<file path="src/hw/rtl/ifp_pkg.sv">
// Shared types and codes for the infix-to-postfix converter.
`timescale 1ns / 1ps
`default_nettype none

package ifp_pkg;

    // Operator stack geometry.
    localparam int STACK_DEPTH = 32;
    localparam int IDX_W       = $clog2(STACK_DEPTH);
    localparam int CNT_W       = $clog2(STACK_DEPTH + 1);

    // Input token kinds.
    localparam logic [1:0] KIND_NUMBER   = 2'd0;
    localparam logic [1:0] KIND_OPERATOR = 2'd1;
    localparam logic [1:0] KIND_END      = 2'd2;

    // Operator codes.
    localparam logic [2:0] OP_PLUS   = 3'd0;
    localparam logic [2:0] OP_MINUS  = 3'd1;
    localparam logic [2:0] OP_TIMES  = 3'd2;
    localparam logic [2:0] OP_DIVIDE = 3'd3;
    localparam logic [2:0] OP_POWER  = 3'd4;
    localparam logic [2:0] OP_LPAREN = 3'd5;
    localparam logic [2:0] OP_RPAREN = 3'd6;

    // Result token kinds.
    localparam logic [1:0] TK_NUMBER   = 2'd0;
    localparam logic [1:0] TK_OPERATOR = 2'd1;
    localparam logic [1:0] TK_END      = 2'd2;
    localparam logic [1:0] TK_ERROR    = 2'd3;

    typedef struct packed {
        logic [1:0]  kind;
        logic [31:0] number_value;
        logic [2:0]  operator_code;
    } t_in_token;

    typedef struct packed {
        logic [1:0]  token_kind;
        logic [31:0] token_number;
        logic [2:0]  token_operator;
        logic        last;
    } t_out_token;

    // Shift command applied to every stack cell at once.
    typedef struct packed {
        logic push;
        logic pop;
    } t_cell_cmd;

    // Stack status seen by the controller.
    typedef struct packed {
        logic       empty;
        logic       single;
        logic       full;
        logic [2:0] top_op;
    } t_stk_status;

endpackage

`default_nettype wire

</file>
<file path="src/hw/rtl/ifp_cell.sv">
// One cell of the shifting operator stack.
`timescale 1ns / 1ps
`default_nettype none

module ifp_cell
    import ifp_pkg::*;
(
    input  wire logic      i_clk,
    input  t_cell_cmd      i_cmd,
    input  wire logic [2:0] i_from_up,
    input  wire logic [2:0] i_from_down,
    output logic [2:0]     o_op
);

    logic [2:0] r_op;
    logic [2:0] n_op;

    // A push shifts entries away from the top, a pop shifts them toward it.
    always_comb begin
        n_op = r_op;
        if (i_cmd.push) begin
            n_op = i_from_up;
        end else if (i_cmd.pop) begin
            n_op = i_from_down;
        end
    end

    always_ff @(posedge i_clk) begin
        r_op <= n_op;
    end

    assign o_op = r_op;

endmodule

`default_nettype wire

</file>
<file path="src/hw/rtl/ifp_stack.sv">
// Operator stack built as a chain of shifting cells plus an occupancy count.
`timescale 1ns / 1ps
`default_nettype none

module ifp_stack
    import ifp_pkg::*;
(
    input  wire logic       i_clk,
    input  wire logic       i_rst_n,
    input  t_cell_cmd       i_cmd,
    input  wire logic       i_clear,
    input  wire logic [2:0] i_push_op,
    output t_stk_status     o_status
);

    logic [2:0]       w_op [STACK_DEPTH];
    logic [CNT_W-1:0] r_count;
    logic [CNT_W-1:0] n_count;

    // Cell zero is the top of the stack.
    for (genvar g = 0; g < STACK_DEPTH; g++) begin : g_cell
        logic [2:0] w_up;
        logic [2:0] w_down;
        if (g == 0) begin : g_top
            assign w_up = i_push_op;
        end else begin : g_mid
            assign w_up = w_op[g-1];
        end
        if (g == STACK_DEPTH - 1) begin : g_bottom
            assign w_down = w_op[g];
        end else begin : g_inner
            assign w_down = w_op[g+1];
        end
        ifp_cell u_cell (
            .i_clk       (i_clk),
            .i_cmd       (i_cmd),
            .i_from_up   (w_up),
            .i_from_down (w_down),
            .o_op        (w_op[g])
        );
    end

    always_comb begin
        n_count = r_count;
        if (i_clear) begin
            n_count = '0;
        end else if (i_cmd.push) begin
            n_count = r_count + CNT_W'(1);
        end else if (i_cmd.pop) begin
            n_count = r_count - CNT_W'(1);
        end
    end

    always_ff @(posedge i_clk) begin
        if (!i_rst_n) begin
            r_count <= '0;
        end else begin
            r_count <= n_count;
        end
    end

    assign o_status.empty  = (r_count == '0);
    assign o_status.single = (r_count == CNT_W'(1));
    assign o_status.full   = (r_count >= CNT_W'(STACK_DEPTH));
    assign o_status.top_op = w_op[0];

endmodule

`default_nettype wire

</file>
<file path="src/hw/rtl/infix_to_postfix_converter.sv">
// Top level of the shunting-yard infix-to-postfix converter.
`timescale 1ns / 1ps
`default_nettype none

// The converter takes one token per input transfer (a number, an operator or
// the end of an expression) and produces the postfix token stream on the
// output channel. Numbers pass straight through; operators are held on a
// 32-entry operator stack built as a row of shifting cells, so the top entry
// is always in a fixed register. Plus and minus pop down to a left
// parenthesis, times and divide also stop at plus or minus, power and left
// parenthesis push without popping, and a right parenthesis pops down to its
// matching left one, which is dropped. End of expression drains the stack and
// flags the final result with last; an empty stack gives a lone end marker.
// An unmatched right parenthesis, a leftover left parenthesis at the end, or a
// push onto a full stack yields an error result and empties the stack.
// Token kind 3 and operator code 7 are accepted and ignored. Timing: one
// token is worked on at a time. After a token is accepted, the controller
// performs its stack steps one after another, where a step is one pop (with
// or without a result), the final push, or the single result of a number or
// end marker; each step pops at most one entry, as the cell row has a single
// pop port. Every step, whether or not it produces a result, waits while the
// output register holds a result that is stalled, and the input side is
// stalled while a token is in progress.
module infix_to_postfix_converter
    import ifp_pkg::*;
(
    input  wire logic i_clk,
    input  wire logic i_rst_n,
    input  wire logic i_in_valid,
    output logic      o_in_stall,
    input  t_in_token i_in_data,
    output logic      o_out_valid,
    input  wire logic i_out_stall,
    output t_out_token o_out_data
);

    localparam logic ST_IDLE = 1'b0;
    localparam logic ST_WORK = 1'b1;

    logic        r_state;
    logic        n_state;
    t_in_token   r_tok;
    logic        r_out_valid;
    t_out_token  r_out;

    t_stk_status w_stk;
    t_cell_cmd   w_cmd;
    logic        w_clear;
    logic        w_emit;
    t_out_token  w_res;
    logic        w_done;
    logic        w_can_emit;
    logic        w_in_xfer;
    logic        w_pop_ok;
    logic        w_do_push;

    assign o_in_stall = (r_state != ST_IDLE);
    assign w_in_xfer  = i_in_valid && (r_state == ST_IDLE);

    // A new result may be loaded when the output register is empty or is
    // being drained in this cycle.
    assign w_can_emit = !r_out_valid || !i_out_stall;

    ifp_stack u_stack (
        .i_clk     (i_clk),
        .i_rst_n   (i_rst_n),
        .i_cmd     (w_cmd),
        .i_clear   (w_clear),
        .i_push_op (r_tok.operator_code),
        .o_status  (w_stk)
    );

    // One step of the current token per cycle, unless the output register holds a stalled result.
    always_comb begin
        w_cmd     = '0;
        w_clear   = 1'b0;
        w_emit    = 1'b0;
        w_res     = '0;
        w_done    = 1'b0;
        w_pop_ok  = 1'b0;
        w_do_push = 1'b0;

        if ((r_state == ST_WORK) && w_can_emit) begin
            case (r_tok.kind)
                KIND_NUMBER: begin
                    w_emit             = 1'b1;
                    w_res.token_kind   = TK_NUMBER;
                    w_res.token_number = r_tok.number_value;
                    w_done             = 1'b1;
                end
                KIND_END: begin
                    w_emit = 1'b1;
                    if (w_stk.empty) begin
                        w_res.token_kind = TK_END;
                        w_res.last       = 1'b1;
                        w_done           = 1'b1;
                    end else if (w_stk.top_op == OP_LPAREN) begin
                        w_res.token_kind = TK_ERROR;
                        w_res.last       = 1'b1;
                        w_clear          = 1'b1;
                        w_done           = 1'b1;
                    end else begin
                        // Drain one operator; the bottom one closes the item.
                        w_res.token_kind     = TK_OPERATOR;
                        w_res.token_operator = w_stk.top_op;
                        w_res.last           = w_stk.single;
                        w_cmd.pop            = 1'b1;
                        w_done               = w_stk.single;
                    end
                end
                default: begin
                    // Operator token: decide whether the top entry pops.
                    case (r_tok.operator_code)
                        OP_PLUS, OP_MINUS, OP_RPAREN: begin
                            w_pop_ok = !w_stk.empty && (w_stk.top_op != OP_LPAREN);
                        end
                        OP_TIMES, OP_DIVIDE: begin
                            w_pop_ok = !w_stk.empty && (w_stk.top_op != OP_LPAREN)
                                && (w_stk.top_op != OP_PLUS)
                                && (w_stk.top_op != OP_MINUS);
                        end
                        default: begin
                            w_pop_ok = 1'b0;
                        end
                    endcase

                    if (w_pop_ok) begin
                        w_emit               = 1'b1;
                        w_res.token_kind     = TK_OPERATOR;
                        w_res.token_operator = w_stk.top_op;
                        w_cmd.pop            = 1'b1;
                    end else if (r_tok.operator_code == OP_RPAREN) begin
                        w_done = 1'b1;
                        if (w_stk.empty) begin
                            w_emit           = 1'b1;
                            w_res.token_kind = TK_ERROR;
                        end else begin
                            // Matching left parenthesis is dropped silently.
                            w_cmd.pop = 1'b1;
                        end
                    end else begin
                        w_do_push = 1'b1;
                        w_done    = 1'b1;
                    end

                    if (w_do_push) begin
                        if (w_stk.full) begin
                            w_emit           = 1'b1;
                            w_res.token_kind = TK_ERROR;
                            w_clear          = 1'b1;
                        end else begin
                            w_cmd.push = 1'b1;
                        end
                    end
                end
            endcase
        end
    end

    // Unknown token kinds and operator codes are taken and dropped.
    always_comb begin
        n_state = r_state;
        case (r_state)
            ST_IDLE: begin
                if (w_in_xfer) begin
                    if ((i_in_data.kind == KIND_NUMBER) || (i_in_data.kind == KIND_END)
                        || ((i_in_data.kind == KIND_OPERATOR)
                            && (i_in_data.operator_code <= OP_RPAREN))) begin
                        n_state = ST_WORK;
                    end
                end
            end
            ST_WORK: begin
                if (w_done) begin
                    n_state = ST_IDLE;
                end
            end
            default: begin
                n_state = ST_IDLE;
            end
        endcase
    end

    always_ff @(posedge i_clk) begin
        if (!i_rst_n) begin
            r_state     <= ST_IDLE;
            r_out_valid <= 1'b0;
        end else begin
            r_state <= n_state;
            if (w_emit) begin
                r_out_valid <= 1'b1;
            end else if (!i_out_stall) begin
                r_out_valid <= 1'b0;
            end
        end
    end

    always_ff @(posedge i_clk) begin
        if (w_in_xfer) begin
            r_tok <= i_in_data;
        end
        if (w_emit) begin
            r_out <= w_res;
        end
    end

    assign o_out_valid = r_out_valid;
    assign o_out_data  = r_out;

endmodule

`default_nettype wire
</file>
<file path="config.mk">
export PLATFORM = sky130hd
export DESIGN_NAME = infix_to_postfix_converter
export DESIGN_NICKNAME = d
export VERILOG_FILES = /design/src/hw/rtl/ifp_pkg.sv /design/src/hw/rtl/ifp_cell.sv /design/src/hw/rtl/ifp_stack.sv /design/src/hw/rtl/infix_to_postfix_converter.sv
export SDC_FILE = /design/constraint.sdc
export NUM_CORES = 1
export LEC_CHECK = 0
export ABC_AREA = 1
export BUFFER_PORTS_ARGS = -buffer_cell sky130_fd_sc_hd__buf_4
export CORE_AREA = 2 2 161 163
export DETAILED_ROUTE_END_ITERATION = 8
export DIE_AREA = 0 0 163 165
export HOLD_SLACK_MARGIN = 0.05
export PLACE_DENSITY = 0.57
export SETUP_SLACK_MARGIN = 0.5
export SYNTH_ARGS = -nofsm -noshare
export SYNTH_HDL_FRONTEND = slang
export SYNTH_SLANG_ARGS = --single-unit
</file>
<file path="constraint.sdc">
create_clock -name i_clk -period 6.6 [get_ports i_clk]
set_input_delay 0.99 -clock i_clk [delete_from_list [all_inputs] [get_ports i_clk]]
set_output_delay 0.99 -clock i_clk [all_outputs]
set_load 0.02 [all_outputs]
</file>
==> results.yml, run 1 <==
worst_setup_path:
  critPathLaunch: "u_stack.r_count[0]"
  cpLargestDelayFamily: "buffers and inverters"
  critPathMaxFanout: 91
  worstPathCellList: "inv_1 > ha_1 > nand3_4 > nand2_4 > inv_2 > nand2_4 > nand3_4 > buf_4 > clkinv_2 > o21ai_0"
  cp-start-kind: "register"
  worstReg2RegEnd: "u_stack.g_cell[15].u_cell.o_op[0]"
  arrival_ns: 4.21
  cpPeakStageDelay_ns: 0.98
  worstPathRequired_ns: 6.80
  slowest_stage: "clkinv_2"
  worstSetupPathType: "register to register"
  worst-path-buf-inv: 4
  ff2ff_path_depth: 10
  worstReg2RegStart: "u_stack.r_count[0]"
  rrSetupSlack_ns: 2.59
  endpoint_kind: "register"
min_path:
  hold_start: "u_stack.g_cell[30].u_cell.o_op[2]"
  holdPathStages: 0
  hold_class: "register to register"
  holdPathEnd: "u_stack.g_cell[31].u_cell.o_op[2]"
drt:
  first_pass_iters: 5
  wl_per_cell_um: 12.6
  via_per_inst: 4.26
  drt-total-wl_um: 13200
  route.antenna.remaining_nets: 0
  detail_route.iter0.violations: 459
  drc: 0
  via_count: 4470
floorplan:
  row_count: 58
  die_h_um: 165
  die_area_mm2: 0.0269
  ioPinCount: 81
  core_area_mm2: 0.0250
  die_w_um: 163
  initial_utilization: 0.298
yosys:
  synth_area_per_cell_um2: 11.8
  synthTopCellsByArea: "edfxtp_1 (69%), nand2_1 (7.7%), inv_1 (4.4%)"
  yosysSeqAreaShare: 0.709
  syn_inst: 632
  yosysWarnings: 0
  synth_seq_cells: 179
  synth_cell_types: 32
  syn-num-nets: 676
  synth.largest_area_cell: "edfxtp_1"
  synth_top_area_frac: 0.687
  synth_area_mm2: 0.00747
sta:
  max_freq_ghz: 0.250
  tightest_slew_ns: 1.14
  fin_crit_sh: 0.607
  relSlewSlack: 0.239
  fin_ws_ns: 2.59
  layout_min_cycle_time_ns: 4.01
  fin_hold_ws_ns: 0.452
  rsz0062_at_grt: "false"
  setup_viol: 0
  setup_tns_ns: 0
  finClkSkew_ns: 0.0114
  hold_viol: 0
  drv_slew: 0
clock_network:
  clock_sinks: 179
  cts_tree: "yes"
  clk_pin_slew_ns: 0.07
  clockRootBuffer: "clkbuf_16"
  cts_buffer_depth: 2
  clkLatencyLatePin_ns: 0.42
  cts_setup_buffers: 0
  cts_hold_buf: 0
  htreeDepth: 4
  numCtsBuffers: 17
  ctsResizeCount: 0
cells_and_area:
  utilization: 0.353
  nNetsFinal: 751
  antennaDiodeCount: 0
  area_growth_pct: 18.4
  drive_gt1_frac: 0.176
power:
  ir_worst_vdd_uv: 200
  p_per_area_mw_per_mm2: 306
  p_leak_uw: 0.00357
  p_total_uw: 2710
global_route:
  grt_pass1_vias: 4123
  grt_max_degree: 92
  antenna_found_initial: 0
  grt_pass1_wl_um: 21000
  track_usage: 0.0992
  grt.overflow.total: 0
outcome:
  status: "complete, no violations"
placed_design:
  routabilityCongestion: 0.754
  io_buffers: 80
  pre_cts_ws_ns: 2.30
  post-dp-hpwl_um: 8250
run:
  maxCapViolCount: 0
-- sequential cells by signal (all words and copies together), names as in the netlist --
| signal | count |
|---|---|
| o_out_valid | 1 |
| u_stack.r_count | 6 |
| u_stack.g_cell.u_cell.o_op | 96 |
| r_tok | 37 |
| o_out_data | 38 |
| o_in_stall | 1 |
-- Yosys cell counts --
| cell type | n |
|---|---|
| nand4_1 | 7 |
| nor3_1 | 2 |
| nor4_1 | 1 |
| o21ai_0 | 41 |
| nand3_2 | 1 |
| nor2_8 | 1 |
| clkbuf_1 | 3 |
| a31oi_1 | 1 |
| buf_4 | 9 |
| inv_1 | 87 |
| buf_8 | 3 |
| o21ai_1 | 44 |
| buf_6 | 8 |
| ha_1 | 3 |
| nand2_1 | 154 |
| nor2_1 | 39 |
| buf_2 | 4 |
| nor3_4 | 1 |
| inv_2 | 1 |
| dfxtp_1 | 8 |
| clkbuf_2 | 1 |
| nand3_1 | 16 |
| and3_1 | 1 |
| xnor2_1 | 2 |
| edfxtp_1 | 171 |
| clkinv_2 | 1 |
| a21oi_1 | 8 |
| nor2_4 | 1 |
| nand2_4 | 3 |
| xor2_1 | 6 |
| nand3_4 | 3 |
| a211oi_1 | 1 |
-- worst register-to-register path: stages, from the launching register on --
cell and delay (ns):
dfxtp_1 0.43, inv_1 0.12, ha_1 0.29, nand3_4 0.13
nand2_4 0.06, inv_2 0.08, nand2_4 0.09, nand3_4 0.40
buf_4 0.62, clkinv_2 0.99, o21ai_0 0.58
-- kinds of logic after synthesis --
| logic type | synth area share |
|---|---|
| xor+xnor | 0.00938 |
| simple gates | 0.136 |
| buf+inv | 0.0769 |
| compound gates | 0.0641 |
| flops | 0.709 |
| fa+ha+maj | 0.00502 |
-- layout make-up --
cell class / instances / area [um2]
Fill cell: 2495 / 16200
Sequential cell: 179 / 5300
Multi-Input combinational cell: 336 / 1610
Timing Repair Buffer: 84 / 631
Clock buffer: 17 / 425
Tap cell: 330 / 413
Inverter: 89 / 335
Clock inverter: 15 / 138
-- per-layer routing --
metal | up-vias | share of wire | wire length (um) | global-route usage
met4 | 0 | 0.011 | 140 | 0.0302
met5 | - | 0 | 0 | 0
li1 | 2269 | - | - | -
met2 | 101 | 0.42 | 5610 | 0.144
met1 | 2088 | 0.52 | 6840 | 0.143
met3 | 12 | 0.050 | 656 | 0.0286
-- how the worst max path moves through the flow --
stage          slack (ns)  depth (start not counted)                           endpoint
6_report             2.59                         10  u_stack.g_cell[15].u_cell.o_op[0]
4_1_cts              2.50                         10   u_stack.g_cell[7].u_cell.o_op[2]
2_1_floorplan        3.55                          2                           r_tok[0]
5_1_grt              2.03                         10   u_stack.g_cell[7].u_cell.o_op[0]
3_5_place_dp         2.30                          8  u_stack.g_cell[15].u_cell.o_op[0]
3_3_place_gp         2.35                          8  u_stack.g_cell[11].u_cell.o_op[0]
-- through the flow --
step	cells	instance area, um2
2_1_floorplan	632	7470
3_3_place_gp	1018	8280
3_5_place_dp	1018	8280
4_1_cts	1050	8850
5_1_grt	1050	8850
6_report	1050	8850
-- where the power goes --
group | total, uW | switching, uW | internal, uW | leakage, uW
clock network | 966 | 465 | 501 | 0.000275
registers | 1420 | 42.2 | 1380 | 0.00168
logic | 324 | 215 | 109 | 0.00162
-- cells in the final DEF (no fill, tap or decap), types with 16 or more instances in the layout --
master,instances
edfxtp_1,171
nand2_1,154
inv_1,87
buf_4,84
o21ai_1,44
o21ai_0,41
nor2_1,38
clkbuf_16,17
nand3_1,16
(Power assumes the default switching activity.)
==> run 2: changes to the inputs <==
clock period = 3.85 ns   (was 6.6 ns; I/O delays follow)
==> results.yml, run 2 (synthesis results as in run 1) <==
clock_network:
  numCtsBuffers: 17
  htreeDepth: 4
  cts_tree: "yes"
  clkLatencyLatePin_ns: 0.42
  clk_pin_slew_ns: 0.07
  cts_setup_buffers: 0
  cts_buffer_depth: 2
  clockRootBuffer: "clkbuf_16"
  ctsResizeCount: 0
  clock_sinks: 179
  cts_hold_buf: 0
min_path:
  holdPathEnd: "r_tok[24]"
  hold_start: "i_in_data[24]"
  hold_class: "input pin to register"
  holdPathStages: 1
worst_setup_path:
  worstReg2RegEnd: "u_stack.g_cell[16].u_cell.o_op[1]"
  worstPathRequired_ns: 4.02
  rrSetupSlack_ns: 1.15
  ff2ff_path_depth: 11
  cpLargestDelayFamily: "buffers and inverters"
  worstSetupPathType: "register to register"
  critPathMaxFanout: 57
  cpPeakStageDelay_ns: 0.46
  worstReg2RegStart: "u_stack.r_count[0]"
  cp-start-kind: "register"
  worst-path-buf-inv: 4
  worstPathCellList: "inv_1 > ha_1 > nand3_4 > nand2_4 > inv_2 > nand2_4 > nand3_4 > clkinv_2 > buf_12 > nand2_1 > o21ai_0"
  slowest_stage: "clkinv_2"
  arrival_ns: 2.87
  endpoint_kind: "register"
cells_and_area:
  largest_reg_flops: 96
  nNetsFinal: 754
  utilization: 0.357
  final_common_cell: "edfxtp_1"
  area_growth_pct: 19.7
  fillers: 2511
  drive_gt1_frac: 0.181
  antennaDiodeCount: 0
  mostFrequentLayoutCells: "edfxtp_1 (171), nand2_1 (154), inv_1 (87), buf_4 (84), o21ai_1 (44)"
placed_design:
  io_buffers: 80
  routabilityCongestion: 0.760
  pre_cts_ws_ns: 1.07
  post-dp-hpwl_um: 8540
run:
  maxCapViolCount: 0
drt:
  via_count: 4486
  via_per_inst: 4.26
  first_pass_iters: 4
  wl_per_cell_um: 12.7
  detail_route.iter0.violations: 413
  drc: 0
  route.antenna.remaining_nets: 0
  drt-total-wl_um: 13400
sta:
  finClkSkew_ns: 0.00847
  layout_min_cycle_time_ns: 2.70
  max_freq_ghz: 0.370
  setup_viol: 0
  hold_viol: 0
  fin_crit_sh: 0.702
  relSlewSlack: 0.253
  fin_ws_ns: 1.15
  drv_slew: 0
  setup_tns_ns: 0
  rsz0062_at_grt: "false"
  tightest_slew_ns: 1.12
floorplan:
  ioPinCount: 81
  die_area_mm2: 0.0269
  core_area_mm2: 0.0250
  die_h_um: 165
  die_w_um: 163
  row_count: 58
  initial_utilization: 0.298
outcome:
  status: "complete, no violations"
global_route:
  grt.overflow.total: 0
  antenna_found_initial: 0
  grt_pass1_vias: 4308
  grt_pass1_wl_um: 21600
  grt_max_degree: 82
  track_usage: 0.102
power:
  p_per_area_mw_per_mm2: 530
  ir_worst_vdd_uv: 299
  p_leak_uw: 0.00362
## run 2: power breakdown
part | total, uW | leakage (uW) | internal (uW) | switching, uW
clock | 1750 | 0.000287 | 979 | 768
combinational | 567 | 0.00164 | 198 | 369
sequential | 2430 | 0.00168 | 2360 | 74.4
## run 2: routing by layer
metal	share of wire	GRT usage	routed length (um)
met3	0.064	0.0334	851
met2	0.44	0.155	5820
met1	0.49	0.139	6610
met4	0.0067	0.0290	89
met5	0	0	0
## run 2: worst max path at each step
stage                       startpoint                                end  slack [ns]  cells after the start
global placement           i_out_stall  u_stack.g_cell[17].u_cell.o_op[1]        1.13                      8
finish              u_stack.r_count[0]  u_stack.g_cell[16].u_cell.o_op[1]        1.15                     11
floorplan                   i_in_valid                           r_tok[0]        1.21                      2
global route        u_stack.r_count[0]  u_stack.g_cell[16].u_cell.o_op[1]        0.85                     11
CTS                 u_stack.r_count[0]  u_stack.g_cell[16].u_cell.o_op[1]        1.13                     11
detailed placement         i_out_stall  u_stack.g_cell[16].u_cell.o_op[1]        1.07                      8
## run 2: metrics by stage
stage | area, um2 | power [uW] | instances | hold slack, ns
global route | 8940 | 4980 | 1053 | 0.293
global placement | 8340 | 3030 | 1021 | 0.431
detailed placement | 8340 | 3050 | 1021 | 0.439
finish | 8940 | 4740 | 1053 | 0.324
floorplan | 7470 | 2880 | 632 | 0.427
CTS | 8940 | 4820 | 1053 | 0.299
## run 2: area by class of cell
type | instances | area [um2] | area share
Clock buffer | 18 | 429 | 0.0480
Clock inverter | 14 | 169 | 0.0189
Inverter | 89 | 335 | 0.0375
Multi-Input combinational cell | 336 | 1610 | 0.180
Sequential cell | 179 | 5300 | 0.592
Tap cell | 330 | 413 | 0.0462
Timing Repair Buffer | 87 | 691 | 0.0772
## run 2: worst register-to-register path, delay by kind of cell, from the launching register on
kind                       cells  cell delay, ns
and+or+nand+nor                5            0.64
buffers and inverters          4            1.02
adders and majority gates      1            0.28
DFF                            1            0.41
AOI/OAI and AO/OA              1            0.08
==> run 3: changes to the inputs <==
PLACE_DENSITY = 0.59   (was 0.57)
clock period = 2.35 ns   (was 3.85 ns; I/O delays follow)
==> results.yml, run 3 (synthesis results as in run 1) <==
outcome:
  status: "complete, no violations"
global_route:
  grt_max_degree: 74
  antenna_found_initial: 0
  track_usage: 0.109
  grt.overflow.total: 0
  grt_pass1_wl_um: 23000
  grt_pass1_vias: 4515
floorplan:
  die_h_um: 165
  ioPinCount: 81
  die_area_mm2: 0.0269
  initial_utilization: 0.298
  core_area_mm2: 0.0250
  die_w_um: 163
  row_count: 58
cells_and_area:
  final_cells: 1100
  nNetsFinal: 802
  mostFrequentLayoutCells: "edfxtp_1 (171), nand2_1 (149), buf_4 (105), inv_1 (80), o21ai_1 (44)"
  largest_reg_flops: 96
  antennaDiodeCount: 0
  final_common_cell: "edfxtp_1"
  finish.instance_area_mm2: 0.00972
  area_growth_pct: 30.1
  drive_gt1_frac: 0.258
power:
  p_total_uw: 8030
  power.switching_uw: 2080
  switching_share: 0.259
  pwr-share-seq: 0.495
  combPwrFrac: 0.171
  ir_worst_vdd_uv: 497
  clock_power_share: 0.334
  internal-power_uw: 5950
  p_per_area_mw_per_mm2: 826
  p_leak_uw: 0.00393
clock_network:
  numCtsBuffers: 17
  cts_buffer_depth: 2
  clockRootBuffer: "clkbuf_16"
  clkLatencyLatePin_ns: 0.43
  htreeDepth: 4
  clk_pin_slew_ns: 0.07
  cts_tree: "yes"
  cts_hold_buf: 0
  clock_sinks: 179
placed_design:
  routabilityCongestion: 0.780
  place_area_mm2: 0.00850
  post-dp-hpwl_um: 8990
  place_inst: 1029
  io_buffers: 80
sta:
  relSlewSlack: 0.652
  fin_crit_sh: 0.798
  drv_slew: 0
  setup_viol: 0
  hold_viol: 0
  rsz0062_at_grt: "true"
  tightest_slew_ns: 0.522
  finClkSkew_ns: 0.00975
  setup_tns_ns: 0
  max_freq_ghz: 0.533
  layout_min_cycle_time_ns: 1.88
worst_setup_path:
  cpPeakStageDelay_ns: 0.36
  cp-start-kind: "register"
  slowest_stage: "dfxtp_4"
  endpoint_kind: "register"
  worst-path-buf-inv: 4
  arrival_ns: 2.02
  worstPathCellList: "inv_4 > ha_4 > nand3_4 > nand2_4 > inv_6 > nand2_8 > nand3_2 > nand3_4 > nand2_8 > buf_12 > clkbuf_16"
  critPathMaxFanout: 7
  worstSetupPathType: "register to register"
  cpLargestDelayFamily: "simple AND/OR/NAND/NOR gates"
  worstPathRequired_ns: 2.50
drt:
  via_count: 4823
  via_per_inst: 4.38
  route.antenna.remaining_nets: 0
  drt-total-wl_um: 15200
  first_pass_iters: 5
  detail_route.iter0.violations: 593
  wl_per_cell_um: 13.8
  drc: 0
run:
  maxCapViolCount: 0
min_path:
  hold_class: "input pin to register"
## run 3: path summary, 6_finish.rpt
check                                                  startpoint                                 to  slack [ns]  cells after the start
worst min-delay path                                 i_in_data[4]                           r_tok[4]        0.10                      1
worst max-delay path                           u_stack.r_count[0]   u_stack.g_cell[2].u_cell.o_op[0]        0.47                     11
worst max register to register                 u_stack.r_count[0]   u_stack.g_cell[2].u_cell.o_op[0]        0.47                     11
worst min register to register  u_stack.g_cell[30].u_cell.o_op[0]  u_stack.g_cell[31].u_cell.o_op[0]        0.46                      0
## run 3: layer usage
metal  wire length (um)  track usage
met5                  0            0
met4                176       0.0314
met3                919       0.0311
met2               7130        0.175
met1               7000        0.145
## run 3: stage by stage
stage | util | hold slack, ns | setup slack (ns)
floorplan | - | 0.427 | 0.270
global placement | 0.339 | 0.441 | 0.350
detailed placement | 0.339 | 0.438 | 0.295
CTS | 0.371 | 0.0876 | 0.488
global route | 0.388 | 0.0832 | 0.401
finish | 0.388 | 0.102 | 0.474
## run 3: power by group through the flow
stage               logic [uW]  clock network (uW)  registers [uW]
finish                    1370                2680            3970
global route              1510                2870            4000
CTS                       1160                2740            3970
detailed placement        1020                   0            4040
global placement          1010                   0            4030
floorplan                  696                   0            4050
## run 3: what timing repair did
item                                    4_1_cts  5_1_grt
hold endpoints to repair                      0        0
pin swaps                                     4        8
endpoints found under the setup margin      117      222
setup buffers                                11       14
cloned                                        4       11
resized for setup                            12       23
## run 3: worst reg2reg max path, stage by stage, from the launching register on
cell and delay, ns:
dfxtp_4 0.36, inv_4 0.04, ha_4 0.16, nand3_4 0.09
nand2_4 0.07, inv_6 0.08, nand2_8 0.07, nand3_2 0.10
nand3_4 0.13, nand2_8 0.15, buf_12 0.17, clkbuf_16 0.18
## run 3: area by class of cell
| type | instances | area (um2) |
|---|---|---|
| Fill cell | 2409 | 15300 |
| Sequential cell | 179 | 5300 |
| Multi-Input combinational cell | 337 | 1700 |
| Timing Repair Buffer | 134 | 1400 |
| Clock buffer | 18 | 429 |
| Tap cell | 330 | 413 |
| Inverter | 89 | 350 |
| Clock inverter | 13 | 124 |
